## src/rtl/weighted_random_pick_unit_macros.svh

```systemverilog
// Assertion helpers for the RTL that checks itself.
`ifndef WEIGHTED_RANDOM_PICK_UNIT_MACROS_SVH
`define WEIGHTED_RANDOM_PICK_UNIT_MACROS_SVH

// Implication checked on every rising clock edge outside reset.
`define WRP_ASSERT_IMPL(label, ante, cons, msg) \
    label: assert property (@(posedge clk) disable iff (!rst_n) (ante) |-> (cons)) \
        else $error(msg);

// Next-cycle implication checked outside reset.
`define WRP_ASSERT_NEXT(label, ante, cons, msg) \
    label: assert property (@(posedge clk) disable iff (!rst_n) (ante) |=> (cons)) \
        else $error(msg);

`endif

```

## src/rtl/wrp_pkg.sv

```systemverilog
`default_nettype none

package wrp_pkg;

    // Field widths
    localparam int ROLL_W      = 32;
    localparam int WEIGHT_W    = 16;
    localparam int WMAG_W      = 15;
    localparam int IDX_FIELD_W = 4;
    localparam int S_TDATA_W   = 56;
    localparam int M_TDATA_W   = 8;

    // Remainder unit step counter
    localparam int                CNT_W    = 5;
    localparam logic [CNT_W-1:0]  CNT_LAST = CNT_W'(ROLL_W - 1);

    // Operation codes carried in s_tuser
    localparam logic OP_WRITE = 1'b0;
    localparam logic OP_PICK  = 1'b1;

    typedef struct packed {
        logic                        assigned;
        logic signed [WEIGHT_W-1:0]  weight;
    } entry_t;

    // Weight an entry adds to the wheel: zero unless assigned and positive
    function automatic logic [WMAG_W-1:0] contrib(input entry_t e);
        logic [WMAG_W-1:0] w;
        begin
            w = '0;
            if (e.assigned && !e.weight[WEIGHT_W-1] && (e.weight != '0))
            begin
                w = e.weight[WMAG_W-1:0];
            end
            return w;
        end
    endfunction

endpackage

`default_nettype wire

```

## src/rtl/wrp_mod.sv

```systemverilog
`default_nettype none

// Restoring remainder unit: one quotient bit per cycle over the 32-bit roll.
module wrp_mod #(
    parameter int DIV_W = 20
) (
    input  wire logic                       clk,
    input  wire logic                       rst_n,
    input  wire logic                       start,
    input  wire logic [wrp_pkg::ROLL_W-1:0] dividend,
    input  wire logic [DIV_W-1:0]           divisor,
    output logic                            done,
    output logic [DIV_W-1:0]                rem
);
    import wrp_pkg::*;

    logic              busy_reg, busy_next;
    logic              done_reg, done_next;
    logic [CNT_W-1:0]  cnt_reg, cnt_next;
    logic [ROLL_W-1:0] quo_reg, quo_next;
    logic [DIV_W-1:0]  rem_reg, rem_next;
    logic [DIV_W-1:0]  div_reg, div_next;
    logic [DIV_W:0]    shifted;
    logic [DIV_W:0]    diff;

    // Trial subtract of divisor from shifted partial remainder
    assign shifted = {rem_reg, quo_reg[ROLL_W-1]};
    assign diff    = shifted - {1'b0, div_reg};

    always_comb
    begin
        busy_next = busy_reg;
        done_next = 1'b0;
        cnt_next  = cnt_reg;
        quo_next  = quo_reg;
        rem_next  = rem_reg;
        div_next  = div_reg;
        if (start)
        begin
            busy_next = 1'b1;
            cnt_next  = '0;
            quo_next  = dividend;
            rem_next  = '0;
            div_next  = divisor;
        end
        else if (busy_reg)
        begin
            quo_next = {quo_reg[ROLL_W-2:0], 1'b0};
            rem_next = diff[DIV_W] ? shifted[DIV_W-1:0] : diff[DIV_W-1:0];
            cnt_next = cnt_reg + 1'b1;
            if (cnt_reg == CNT_LAST)
            begin
                busy_next = 1'b0;
                done_next = 1'b1;
            end
        end
    end

    // Control
    always_ff @(posedge clk or negedge rst_n)
    begin
        if (!rst_n)
        begin
            busy_reg <= 1'b0;
            done_reg <= 1'b0;
            cnt_reg  <= '0;
        end
        else
        begin
            busy_reg <= busy_next;
            done_reg <= done_next;
            cnt_reg  <= cnt_next;
        end
    end

    // Datapath
    always_ff @(posedge clk)
    begin
        quo_reg <= quo_next;
        rem_reg <= rem_next;
        div_reg <= div_next;
    end

    assign done = done_reg;
    assign rem  = rem_reg;

endmodule

`default_nettype wire

```

## src/rtl/weighted_random_pick_unit.sv

```systemverilog
`default_nettype none

// Weighted random pick over a table of up to 16 writable entries (assigned flag plus
// signed 16-bit weight). A write transaction (s_tuser = 0) subtracts the old weight and adds
// the new one, keeping a running total of the positive weights of assigned entries. A
// pick transaction (s_tuser = 1) reduces the 32-bit roll modulo that total in a
// remainder unit that retires one bit per cycle, then walks the table one entry per
// cycle. A pick result enters the output register in the same cycle that the input
// becomes ready again. With a zero total the pick skips the remainder unit and the
// walk and answers found = 0, index 0. The input is not ready while a transaction is
// being worked on; one result may wait in the output register while the next
// transaction is taken. Reset clears the table at once.
module weighted_random_pick_unit #(
    parameter int MAX_ENTRIES = 16
) (
    input  wire logic                          clk,
    input  wire logic                          rst_n,
    input  wire logic                          s_tvalid,
    output logic                               s_tready,
    // [3:0] entry_index, [4] entry_assigned, [20:5] entry_weight, [52:21] roll
    input  wire logic [wrp_pkg::S_TDATA_W-1:0] s_tdata,
    // [0] op
    input  wire logic                          s_tuser,
    output logic                               m_tvalid,
    input  wire logic                          m_tready,
    // [3:0] chosen_index
    output logic [wrp_pkg::M_TDATA_W-1:0]      m_tdata,
    // [0] found
    output logic                               m_tuser
);
    import wrp_pkg::*;

    `include "weighted_random_pick_unit_macros.svh"

    // Only indices reachable through the 4-bit field are stored
    localparam int TBL_DEPTH = (MAX_ENTRIES < 16) ? MAX_ENTRIES : 16;
    localparam int IDX_W     = (TBL_DEPTH > 1) ? $clog2(TBL_DEPTH) : 1;
    localparam int TOT_W     = WMAG_W + $clog2(TBL_DEPTH + 1);
    localparam logic [IDX_W-1:0] IDX_LAST = IDX_W'(TBL_DEPTH - 1);

    // Sequencer states
    localparam logic [2:0] S_IDLE = 3'd0;
    localparam logic [2:0] S_WSUB = 3'd1;
    localparam logic [2:0] S_WADD = 3'd2;
    localparam logic [2:0] S_MOD  = 3'd3;
    localparam logic [2:0] S_WALK = 3'd4;
    localparam logic [2:0] S_DONE = 3'd5;

    logic [2:0]         state_reg, state_next;
    entry_t             tbl_reg [TBL_DEPTH];
    logic [TOT_W-1:0]   total_reg, total_next;
    logic [IDX_W-1:0]   widx_reg, widx_next;
    entry_t             wentry_reg, wentry_next;
    logic [IDX_W-1:0]   walk_reg, walk_next;
    logic [TOT_W-1:0]   rem_reg, rem_next;
    logic               res_found_reg, res_found_next;
    logic [IDX_FIELD_W-1:0] res_idx_reg, res_idx_next;
    logic               out_valid_reg, out_valid_next;
    logic               out_found_reg, out_found_next;
    logic [IDX_FIELD_W-1:0] out_idx_reg, out_idx_next;
    logic [ROLL_W-1:0]  roll_reg, roll_next;

    logic               accept;
    logic               in_range;
    logic [IDX_W-1:0]   rd_addr;
    entry_t             rd_entry;
    logic [TOT_W-1:0]   rd_w;
    logic [TOT_W-1:0]   add_op;
    logic [TOT_W-1:0]   add_res;
    logic               hit;
    logic               tbl_we;
    logic               mod_start;
    logic               mod_done;
    logic [TOT_W-1:0]   mod_rem;
    entry_t             in_entry;

    // Input field unpacking
    assign in_entry.assigned = s_tdata[4];
    assign in_entry.weight   = s_tdata[20:5];
    assign in_range          = ({1'b0, s_tdata[3:0]} < 5'(TBL_DEPTH));

    assign s_tready = (state_reg == S_IDLE);
    assign accept   = s_tvalid && s_tready;

    // Single table read port, shared by write update and walk
    assign rd_addr  = (state_reg == S_WSUB) ? widx_reg : walk_reg;
    assign rd_entry = tbl_reg[rd_addr];
    assign rd_w     = TOT_W'(contrib(rd_entry));
    assign hit      = (rd_w != '0) && (rem_reg < rd_w);

    // Shared adder for the running total
    assign add_op  = (state_reg == S_WSUB) ? rd_w : TOT_W'(contrib(wentry_reg));
    assign add_res = (state_reg == S_WSUB) ? (total_reg - add_op) : (total_reg + add_op);

    assign tbl_we    = (state_reg == S_WADD);
    assign mod_start = accept && (s_tuser == OP_PICK) && (total_reg != '0);

    wrp_mod #(
        .DIV_W (TOT_W)
    ) u_mod (
        .clk      (clk),
        .rst_n    (rst_n),
        .start    (mod_start),
        .dividend (roll_next),
        .divisor  (total_reg),
        .done     (mod_done),
        .rem      (mod_rem)
    );

    // Sequencer
    always_comb
    begin
        state_next     = state_reg;
        total_next     = total_reg;
        widx_next      = widx_reg;
        wentry_next    = wentry_reg;
        walk_next      = walk_reg;
        rem_next       = rem_reg;
        res_found_next = res_found_reg;
        res_idx_next   = res_idx_reg;
        roll_next      = roll_reg;
        out_valid_next = out_valid_reg && !m_tready;
        out_found_next = out_found_reg;
        out_idx_next   = out_idx_reg;
        unique case (state_reg)
            S_IDLE:
            begin
                if (accept)
                begin
                    if (s_tuser == OP_WRITE)
                    begin
                        widx_next   = s_tdata[IDX_W-1:0];
                        wentry_next = in_entry;
                        if (in_range)
                        begin
                            state_next = S_WSUB;
                        end
                    end
                    else
                    begin
                        roll_next      = s_tdata[52:21];
                        res_found_next = 1'b0;
                        res_idx_next   = '0;
                        state_next     = (total_reg != '0) ? S_MOD : S_DONE;
                    end
                end
            end
            S_WSUB:
            begin
                total_next = add_res;
                state_next = S_WADD;
            end
            S_WADD:
            begin
                total_next = add_res;
                state_next = S_IDLE;
            end
            S_MOD:
            begin
                if (mod_done)
                begin
                    rem_next   = mod_rem;
                    walk_next  = '0;
                    state_next = S_WALK;
                end
            end
            S_WALK:
            begin
                if (hit || (walk_reg == IDX_LAST))
                begin
                    res_found_next = hit;
                    res_idx_next   = hit ? IDX_FIELD_W'(walk_reg) : '0;
                    state_next     = S_DONE;
                end
                else
                begin
                    rem_next  = rem_reg - rd_w;
                    walk_next = walk_reg + 1'b1;
                end
            end
            S_DONE:
            begin
                if (!out_valid_reg || m_tready)
                begin
                    out_valid_next = 1'b1;
                    out_found_next = res_found_reg;
                    out_idx_next   = res_idx_reg;
                    state_next     = S_IDLE;
                end
            end
            default:
            begin
                state_next = S_IDLE;
            end
        endcase
    end

    // Control and table
    always_ff @(posedge clk or negedge rst_n)
    begin
        if (!rst_n)
        begin
            state_reg     <= S_IDLE;
            total_reg     <= '0;
            out_valid_reg <= 1'b0;
            for (int i = 0; i < TBL_DEPTH; i++)
            begin
                tbl_reg[i] <= '0;
            end
        end
        else
        begin
            state_reg     <= state_next;
            total_reg     <= total_next;
            out_valid_reg <= out_valid_next;
            if (tbl_we)
            begin
                tbl_reg[widx_reg] <= wentry_reg;
            end
        end
    end

    // Payload
    always_ff @(posedge clk)
    begin
        widx_reg      <= widx_next;
        wentry_reg    <= wentry_next;
        walk_reg      <= walk_next;
        rem_reg       <= rem_next;
        res_found_reg <= res_found_next;
        res_idx_reg   <= res_idx_next;
        roll_reg      <= roll_next;
        out_found_reg <= out_found_next;
        out_idx_reg   <= out_idx_next;
    end

    assign m_tvalid = out_valid_reg;
    assign m_tuser  = out_found_reg;
    assign m_tdata  = {{(M_TDATA_W - IDX_FIELD_W){1'b0}}, out_idx_reg};

    // Walk remainder stays below the wheel total
    `WRP_ASSERT_IMPL(a_rem_below_total, state_reg == S_WALK, rem_reg < total_reg,
        "walk remainder not below total")

    // The last table entry always ends the walk with a hit
    `WRP_ASSERT_IMPL(a_walk_hits_last, (state_reg == S_WALK) && (walk_reg == IDX_LAST), hit,
        "walk reached the last entry without a hit")

    // Remainder unit only finishes while the sequencer waits for it
    `WRP_ASSERT_IMPL(a_mod_done_in_mod, mod_done, state_reg == S_MOD,
        "remainder unit finished outside its wait state")

    // A miss always reports index zero
    `WRP_ASSERT_NEXT(a_miss_index_zero, (state_reg == S_DONE) && !res_found_reg,
        (res_idx_reg == '0), "miss carries nonzero index")

endmodule

`default_nettype wire

```

## config.mk

```make
export PLATFORM = sky130hd
export DESIGN_NAME = weighted_random_pick_unit
export DESIGN_NICKNAME = d
export VERILOG_FILES = /design/src/rtl/wrp_pkg.sv /design/src/rtl/wrp_mod.sv /design/src/rtl/weighted_random_pick_unit.sv
export VERILOG_INCLUDE_DIRS = /design/src /design/src/rtl
export SDC_FILE = /design/constraint.sdc
export NUM_CORES = 1
export LEC_CHECK = 0
export BUFFER_PORTS_ARGS = -buffer_cell sky130_fd_sc_hd__buf_2
export CAP_MARGIN = 20
export CORE_ASPECT_RATIO = 2
export CORE_MARGIN = 4
export CORE_UTILIZATION = 50
export DETAILED_ROUTE_END_ITERATION = 7
export PLACE_DENSITY = 0.69
export SETUP_SLACK_MARGIN = 0.1
export SYNTH_ARGS = -nofsm -noshare
export SYNTH_HDL_FRONTEND = slang
export SYNTH_SLANG_ARGS = --single-unit
```

## constraint.sdc

```tcl
create_clock -name clk -period 6.1 [get_ports clk]
set_input_delay 0.305 -clock clk [delete_from_list [all_inputs] [get_ports clk]]
set_output_delay 0.305 -clock clk [all_outputs]
set_load 0.05 [all_outputs]
```

# Word level (Yosys, flattened, before mapping)
# Cells that the tools add are included.
[op_classes] n_bitwise=3 n_mux=49 reduce_logical=30 addsub=6 order_cmp=4 n_eq_ne=13
[op_table] cell="$bwmux 272" n=1
[op_table] cell="$mux 32" n=5
[op_table] cell="$mux 20" n=4
[op_table] cell="$bmux 17 s4" n=1
[op_table] cell="$demux 17 s4" n=1
[op_table] cell="$mux 17" n=3
[op_table] cell="$mux 15" n=3
[op_table] cell="$pmux 20 s2" n=1
[op_table] cell="$reduce_bool 20->1" n=2
[op_table] cell="$sub 20x15->20" n=2
[op_table] cell="$reduce_bool 16->1" n=2
[op_table] cell="$mux 4" n=7
[op_table] cell="$sub 21x20->21" n=1
[op_table] cell="$add 20x15->20" n=1
[op_table] cell="$lt 20x15->1" n=1
[op_table] cell="$mux 3" n=6
[op_table] cell="$pmux 4 s2" n=2
[op_table] cell="$pmux 3 s5" n=1
[op_table] cell="$mux 1" n=11
[op_table] cell="$ge 5x5->1 const B" n=2
[op_table] cell="$logic_and 1x1->1" n=10
[op_table] cell="$mux 5" n=2
[op_table] cell="$not 4->5" n=2
[op_table] cell="$reduce_and 4->1" n=2
[op_table] cell="other kinds (19)" n=32
[word_totals] word_cells=156 regBits=462 output_inout_bits=11

# Depth between registers and ports, before layout
[depth] depth_word=15 mapped_depth=34

# Hierarchy
# A second synthesis with hierarchy kept.
[hier_totals] hier_cells=2118 area_unflattened_um2=24295.8
[modules_own_cells] mod="weighted_random_pick_unit" n_inst=1 cells_each=1733 area_per_inst_um2=20015.4 seq_area_each_um2=9699.3
[modules_own_cells] mod="wrp_mod" n_inst=1 cells_each=385 area_per_inst_um2=4280.4 seq_area_each_um2=2137.0

# Least setup slack after synthesis
# OpenSTA, ideal clock, no wires.
[synth_timing] kind="register to register" start="register state_reg[1]" end="register total_reg[19]" period_less_slack_ps=5663 path_stages_with_launch=29 setup_ps=82 t_arrival_ps=5581 path_slack_ps=437 path_cell_list="dfrtp_1 or3b_4 a21o_1 buf_6 buf_6 buf_4 buf_2 a211oi_1 a311oi_1 a311oi_1 a21oi_1 a22o_1 inv_1 ha_1 o21ai_0 a211oi_2 nand3_1 o22ai_1 o2111ai_1 or4b_4 mux2i_1 o31ai_2 ha_1 o21ai_0 o211ai_1 a41oi_1 xnor2_1 nor2_1 o22ai_1"
[synth_between] elab_chain_cells=13 word_cells_on_any_way=17 classes_between="add/sub (2); eq/ne (2); mux (7); bitwise (1); reduce/logical (5)"
[synth_rtl] element="from (decl)" line="weighted_random_pick_unit.sv:49" source="logic [2:0] state_reg, state_next;"
[synth_rtl] element="from (signal assigned)" line="weighted_random_pick_unit.sv:213" source="state_reg <= state_next;"
[synth_rtl] element="branches (longest 13 deep; another with $add 20x15->20)"
[synth_rtl] element="to (signal assigned)" line="weighted_random_pick_unit.sv:214" source="total_reg <= total_next;"
[synth_rtl] element="to (decl)" line="weighted_random_pick_unit.sv:51" source="logic [TOT_W-1:0] total_reg, total_next;"
# Several ways; the timed one is not identified. The select of a mux whose other input is x is not followed.
# A chain may end at the register's enable or synchronous reset.

# Worst setup path in the final report
[layout_timing] start="register state_reg[0]" end="register total_reg[19]"
# Same word-level chain as after synthesis.

==> run summary <==
The flow ran to the end, and the final reports show no timing, DRC or antenna violations. The initial standard-cell utilization of the core is 50.3%. The most used flip-flop cell after synthesis is sky130_fd_sc_hd__dfrtp_1. The detailed router's first-iteration violation count is ~1300. For the worst setup path, the data required time is approximately 6.6 ns. The detailed-route wire length came out at 71000 um. The share of the synthesized area in the top cell type came out at a little under a third. The end point of the most critical hold path is roll_reg[29]. Of the available clock period, the critical path in the final layout requires 96.4%. Setup repair after global routing could not meet its margin everywhere.

The kind of end point of the critical path is a flop. The number of antenna violations at the first check in global routing came out at 1. The number of pins exceeding their max-slew limit in the final report is 0. The logic depth of the worst register-to-register path came out at 28.

Counting stages on the worst path, the most repeated cell is sky130_fd_sc_hd__buf_4. TritonCTS built the clock tree. Port buffering added 64 buffers. During I/O placement, the number of pins put on the boundary was 72. The number of iterations in the first detailed-routing pass came out at 6. The flop and latch count out of synthesis came out at approximately 460. After detailed routing, the wire length on met1 is about 23000 um. By area, the combinational part of the netlist is dominated by multiplexers. The worst hold slack after final layout is 0.0729 ns. The remaining max-slew budget at the tightest pin is 29.6%. The routed length on met2 is between 30000 and 40000 um. The delay of the slowest cell on the worst path is 0.56 ns.

The later pin in the worst-skew pair is clocked with a latency of between 0.5 and 0.6 ns. The critical path is of the reg -> reg type. The number of flip-flops under the largest register name came out at around 270. The largest individual stage delay along the critical path comes from the cell sky130_fd_sc_hd__or4b_4.

The portion of the post-synthesis area used by sequential elements came out at between 40% and 50%. The placed wire-length estimate after detailed placement is 49700 um. The synthesized netlist occupies a cell area of roughly 24000 um2. The via count of the first global-routing pass came out at approximately 19000. The leftover overflow at the end of global routing is 0. The maximum fanout encountered on the critical timing path came out at 8. The number of design rule violations left after detail routing came out at 0.

The die width is 162 um. In this run the remaining antenna-violating nets after routing total 0. The total number of nets in the final design is ~2500. The largest net degree at the start of global routing is around 130. On the final layout, the worst clock skew is approximately 0.018 ns.

In this run the vertical extent of the chip is approximately 320 um. The highest metal layer carrying signal wires in the routed design is met4. The proportion of synthesized flip-flops having asynchronous set or reset is between 60% and 70%. Leaving out fill and tap cells, the most frequent cell in the layout is sky130_fd_sc_hd__mux2_2. The worst register-to-register path ends at total_reg[19]. The total number of yosys warnings came out at 0.

The worst path buffer plus inverter count came out at 5. The die outline area came out at just over 50000 um2. The setup slack of the most critical reg-to-reg path is ~0.22 ns. Ranked by total cell area, the synthesized netlist is headed by sky130_fd_sc_hd__dfrtp_1 32%, sky130_fd_sc_hd__mux2_2 17%, sky130_fd_sc_hd__edfxtp_1 13%, sky130_fd_sc_hd__dfxtp_1 4.3%, sky130_fd_sc_hd__mux2i_1 3.2%. The largest total area in the synthesized netlist belongs to sky130_fd_sc_hd__dfrtp_1. The detailed-route vias per instance is approximately 6.1. The total negative setup slack came out at 0 ns. The adder and majority gate portion of the synthesized area came out at 3.30%. In this run the critical register-to-register path is launched from state_reg[0]. Compared with the post-synthesis result, the final layout area differs by 19.7%.

The number of violations of the max-capacitance limit came out at 0. The instance count of the mapped netlist is about 2100. For this design the static power due to leakage is roughly 0.012 uW. The slew at the pin closest to its max-slew limit is around 1.1 ns. The area of the core came out at 47400 um2. Grouping stages by cell kind, the critical path spends the most delay in compound AO/OA/AOI/OAI gates. The share of post-route cells with drive strength above 1 is roughly a third. The clock slew at the register clock pins of the worst setup and hold paths is 0.06 ns. The simple-gate portion of the synthesized area is under 10%. The cell depth of the worst min-delay path is 2. The number of distinct standard cells referenced by the synthesized netlist came out at 81.

The worst-case clock buffer depth came out at 3. The proportion of synthesized area in mux cells came out at 20.1%. The maximum level of the CTS H-tree is 2. The detailed router placed roughly 18000 vias in this run. The worst path in the final design needs a cycle of 5.88 ns, including I/O delays and setup. The cell sitting at the root of the clock tree is a sky130_fd_sc_hd__clkbuf_16.

In the layout the commonest cells are 355 x sky130_fd_sc_hd__mux2_2, 303 x sky130_fd_sc_hd__dfrtp_1, 193 x sky130_fd_sc_hd__buf_4, 190 x sky130_fd_sc_hd__nand2_1, 107 x sky130_fd_sc_hd__edfxtp_1. The data arrival at the endpoint of the critical path came out at 6.36 ns. The global-route wire length before repair came out at around 110000 um. The count of final setup violators is 0. The achievable frequency came out at 0.170 GHz. The area fraction in compound gates after synthesis came out at 11.2%.

VDD sags by at most 297 uV. The clock sink total is around 460. The post-synthesis xor/xnor area fraction is just over 2%. The total power per unit cell area came out at 541 nW/um2.

The synthesized area per cell is around 11 um2. The sum of met3 wire segment lengths after detailed routing came out at between 3000 and 4000 um. The final number of hold-violating endpoints came out at 0. The count of flip-flops with a built-in enable after synthesis came out at roughly 110.

The number of clock buffers inserted by TritonCTS is 42. The path type of the worst min-delay path is in -> reg. The startpoint identified for the worst hold timing path is s_tdata[50]. The average wire length per cell after detail routing came out at 23.6 um. The total global-route track usage is a little over a quarter. The weighted congestion reported at the end of routability-driven placement came out at about 0.95. The standard-cell row count came out at about 110.

The worst setup path is launched from a flop.
kinds of logic (layout without fill, tap and decap cells):
kind of cell | count (synthesis) | count (layout)
buffers and inverters | 214 | 478
AOI/OAI and AO/OA | 394 | 394
and+or+nand+nor | 493 | 494
muxes | 434 | 434
DFF | 461 | 461
adders and majority gates | 61 | 61
other | 1 | 5
xor gates and xnor gates | 56 | 56
worst max-delay path by stage:
stage,start,end,cells after the start
finish,state_reg[0],total_reg[19],28
global route,state_reg[2],total_reg[19],28
CTS,state_reg[1],total_reg[19],28
detailed placement,state_reg[1],total_reg[19],28
global placement,state_reg[1],total_reg[19],28
floorplan,state_reg[1],total_reg[19],28
cell usage after synthesis, types with 8 or more instances:
| cell | n |
|---|---|
| sky130_fd_sc_hd__inv_1 | 76 |
| sky130_fd_sc_hd__nand3_1 | 59 |
| sky130_fd_sc_hd__edfxtp_1 | 107 |
| sky130_fd_sc_hd__ha_1 | 58 |
| sky130_fd_sc_hd__mux2i_1 | 77 |
| sky130_fd_sc_hd__and3_1 | 16 |
| sky130_fd_sc_hd__o31ai_1 | 8 |
| sky130_fd_sc_hd__clkbuf_1 | 102 |
| sky130_fd_sc_hd__xnor2_1 | 31 |
| sky130_fd_sc_hd__o21a_1 | 12 |
| sky130_fd_sc_hd__nor2_1 | 77 |
| sky130_fd_sc_hd__nand2_1 | 190 |
| sky130_fd_sc_hd__nor3_1 | 23 |
| sky130_fd_sc_hd__dfxtp_1 | 51 |
| sky130_fd_sc_hd__a32oi_1 | 9 |
| sky130_fd_sc_hd__o22ai_1 | 11 |
| sky130_fd_sc_hd__mux2_2 | 356 |
| sky130_fd_sc_hd__nor2b_1 | 22 |
| sky130_fd_sc_hd__and2_1 | 9 |
| sky130_fd_sc_hd__nand2b_1 | 28 |
| sky130_fd_sc_hd__buf_2 | 15 |
| sky130_fd_sc_hd__a211oi_1 | 64 |
| sky130_fd_sc_hd__o211ai_1 | 9 |
| sky130_fd_sc_hd__or2_2 | 12 |
| sky130_fd_sc_hd__xor2_1 | 25 |
| sky130_fd_sc_hd__a31oi_1 | 14 |
| sky130_fd_sc_hd__o21ai_0 | 102 |
| sky130_fd_sc_hd__nand3b_1 | 12 |
| sky130_fd_sc_hd__a21oi_1 | 59 |
| sky130_fd_sc_hd__dfrtp_1 | 303 |
| sky130_fd_sc_hd__nor4_1 | 19 |
| sky130_fd_sc_hd__a311oi_1 | 13 |
| sky130_fd_sc_hd__a21o_1 | 15 |
routing by layer:
layer / up-vias / track usage [%]
li1: 8170 / -
met1: 9083 / 26.9
met2: 759 / 50.4
met3: 327 / 3.63
met4: 0 / 19.7
met5: - / 0
layout make-up:
cell class	instances	area (um2)
repair buffers	326	2590
fillers	3663	18800
clock inverters	16	256
multi-input cells	1443	11600
flip-flops and latches	461	11800
inverters	77	289
clock buffers	59	1250
diodes	1	2.50
well taps	632	791
what timing repair did:
action                                  in CTS  in global routing
endpoints found under the setup margin      45                 42
gates resized for setup                      6                 61
pin swaps                                    0                 25
cloned                                       0                  1
endpoints found under the hold margin      159                  0
hold buffers                                52                  0
setup buffers                                0                 11
power breakdown:
| group | leakage (uW) | internal [uW] | switching (uW) |
|---|---|---|---|
| sequential | 0.00538 | 4360 | 669 |
| combinational | 0.00633 | 3590 | 3920 |
| clock | 0.000744 | 1720 | 1180 |
| total | 0.0125 | 9670 | 5770 |
per-stage QoR:
| stage | power (uW) | instance area, um2 | util (%) | worst slack, ns | std cells |
|---|---|---|---|---|---|
| finish | 15400 | 28500 | 60.3 | 0.218 | 3015 |
| floorplan | 9640 | 23900 | - | 0.437 | 2117 |
| CTS | 15100 | 28100 | 59.4 | 0.00925 | 3002 |
| global route | 16300 | 28500 | 60.3 | -0.0484 | 3015 |
| detailed placement | 12100 | 26100 | 55.0 | -0.211 | 2875 |
| global placement | 11800 | 26100 | 55.0 | -0.185 | 2875 |
Power figures use the tool's default switching activity.
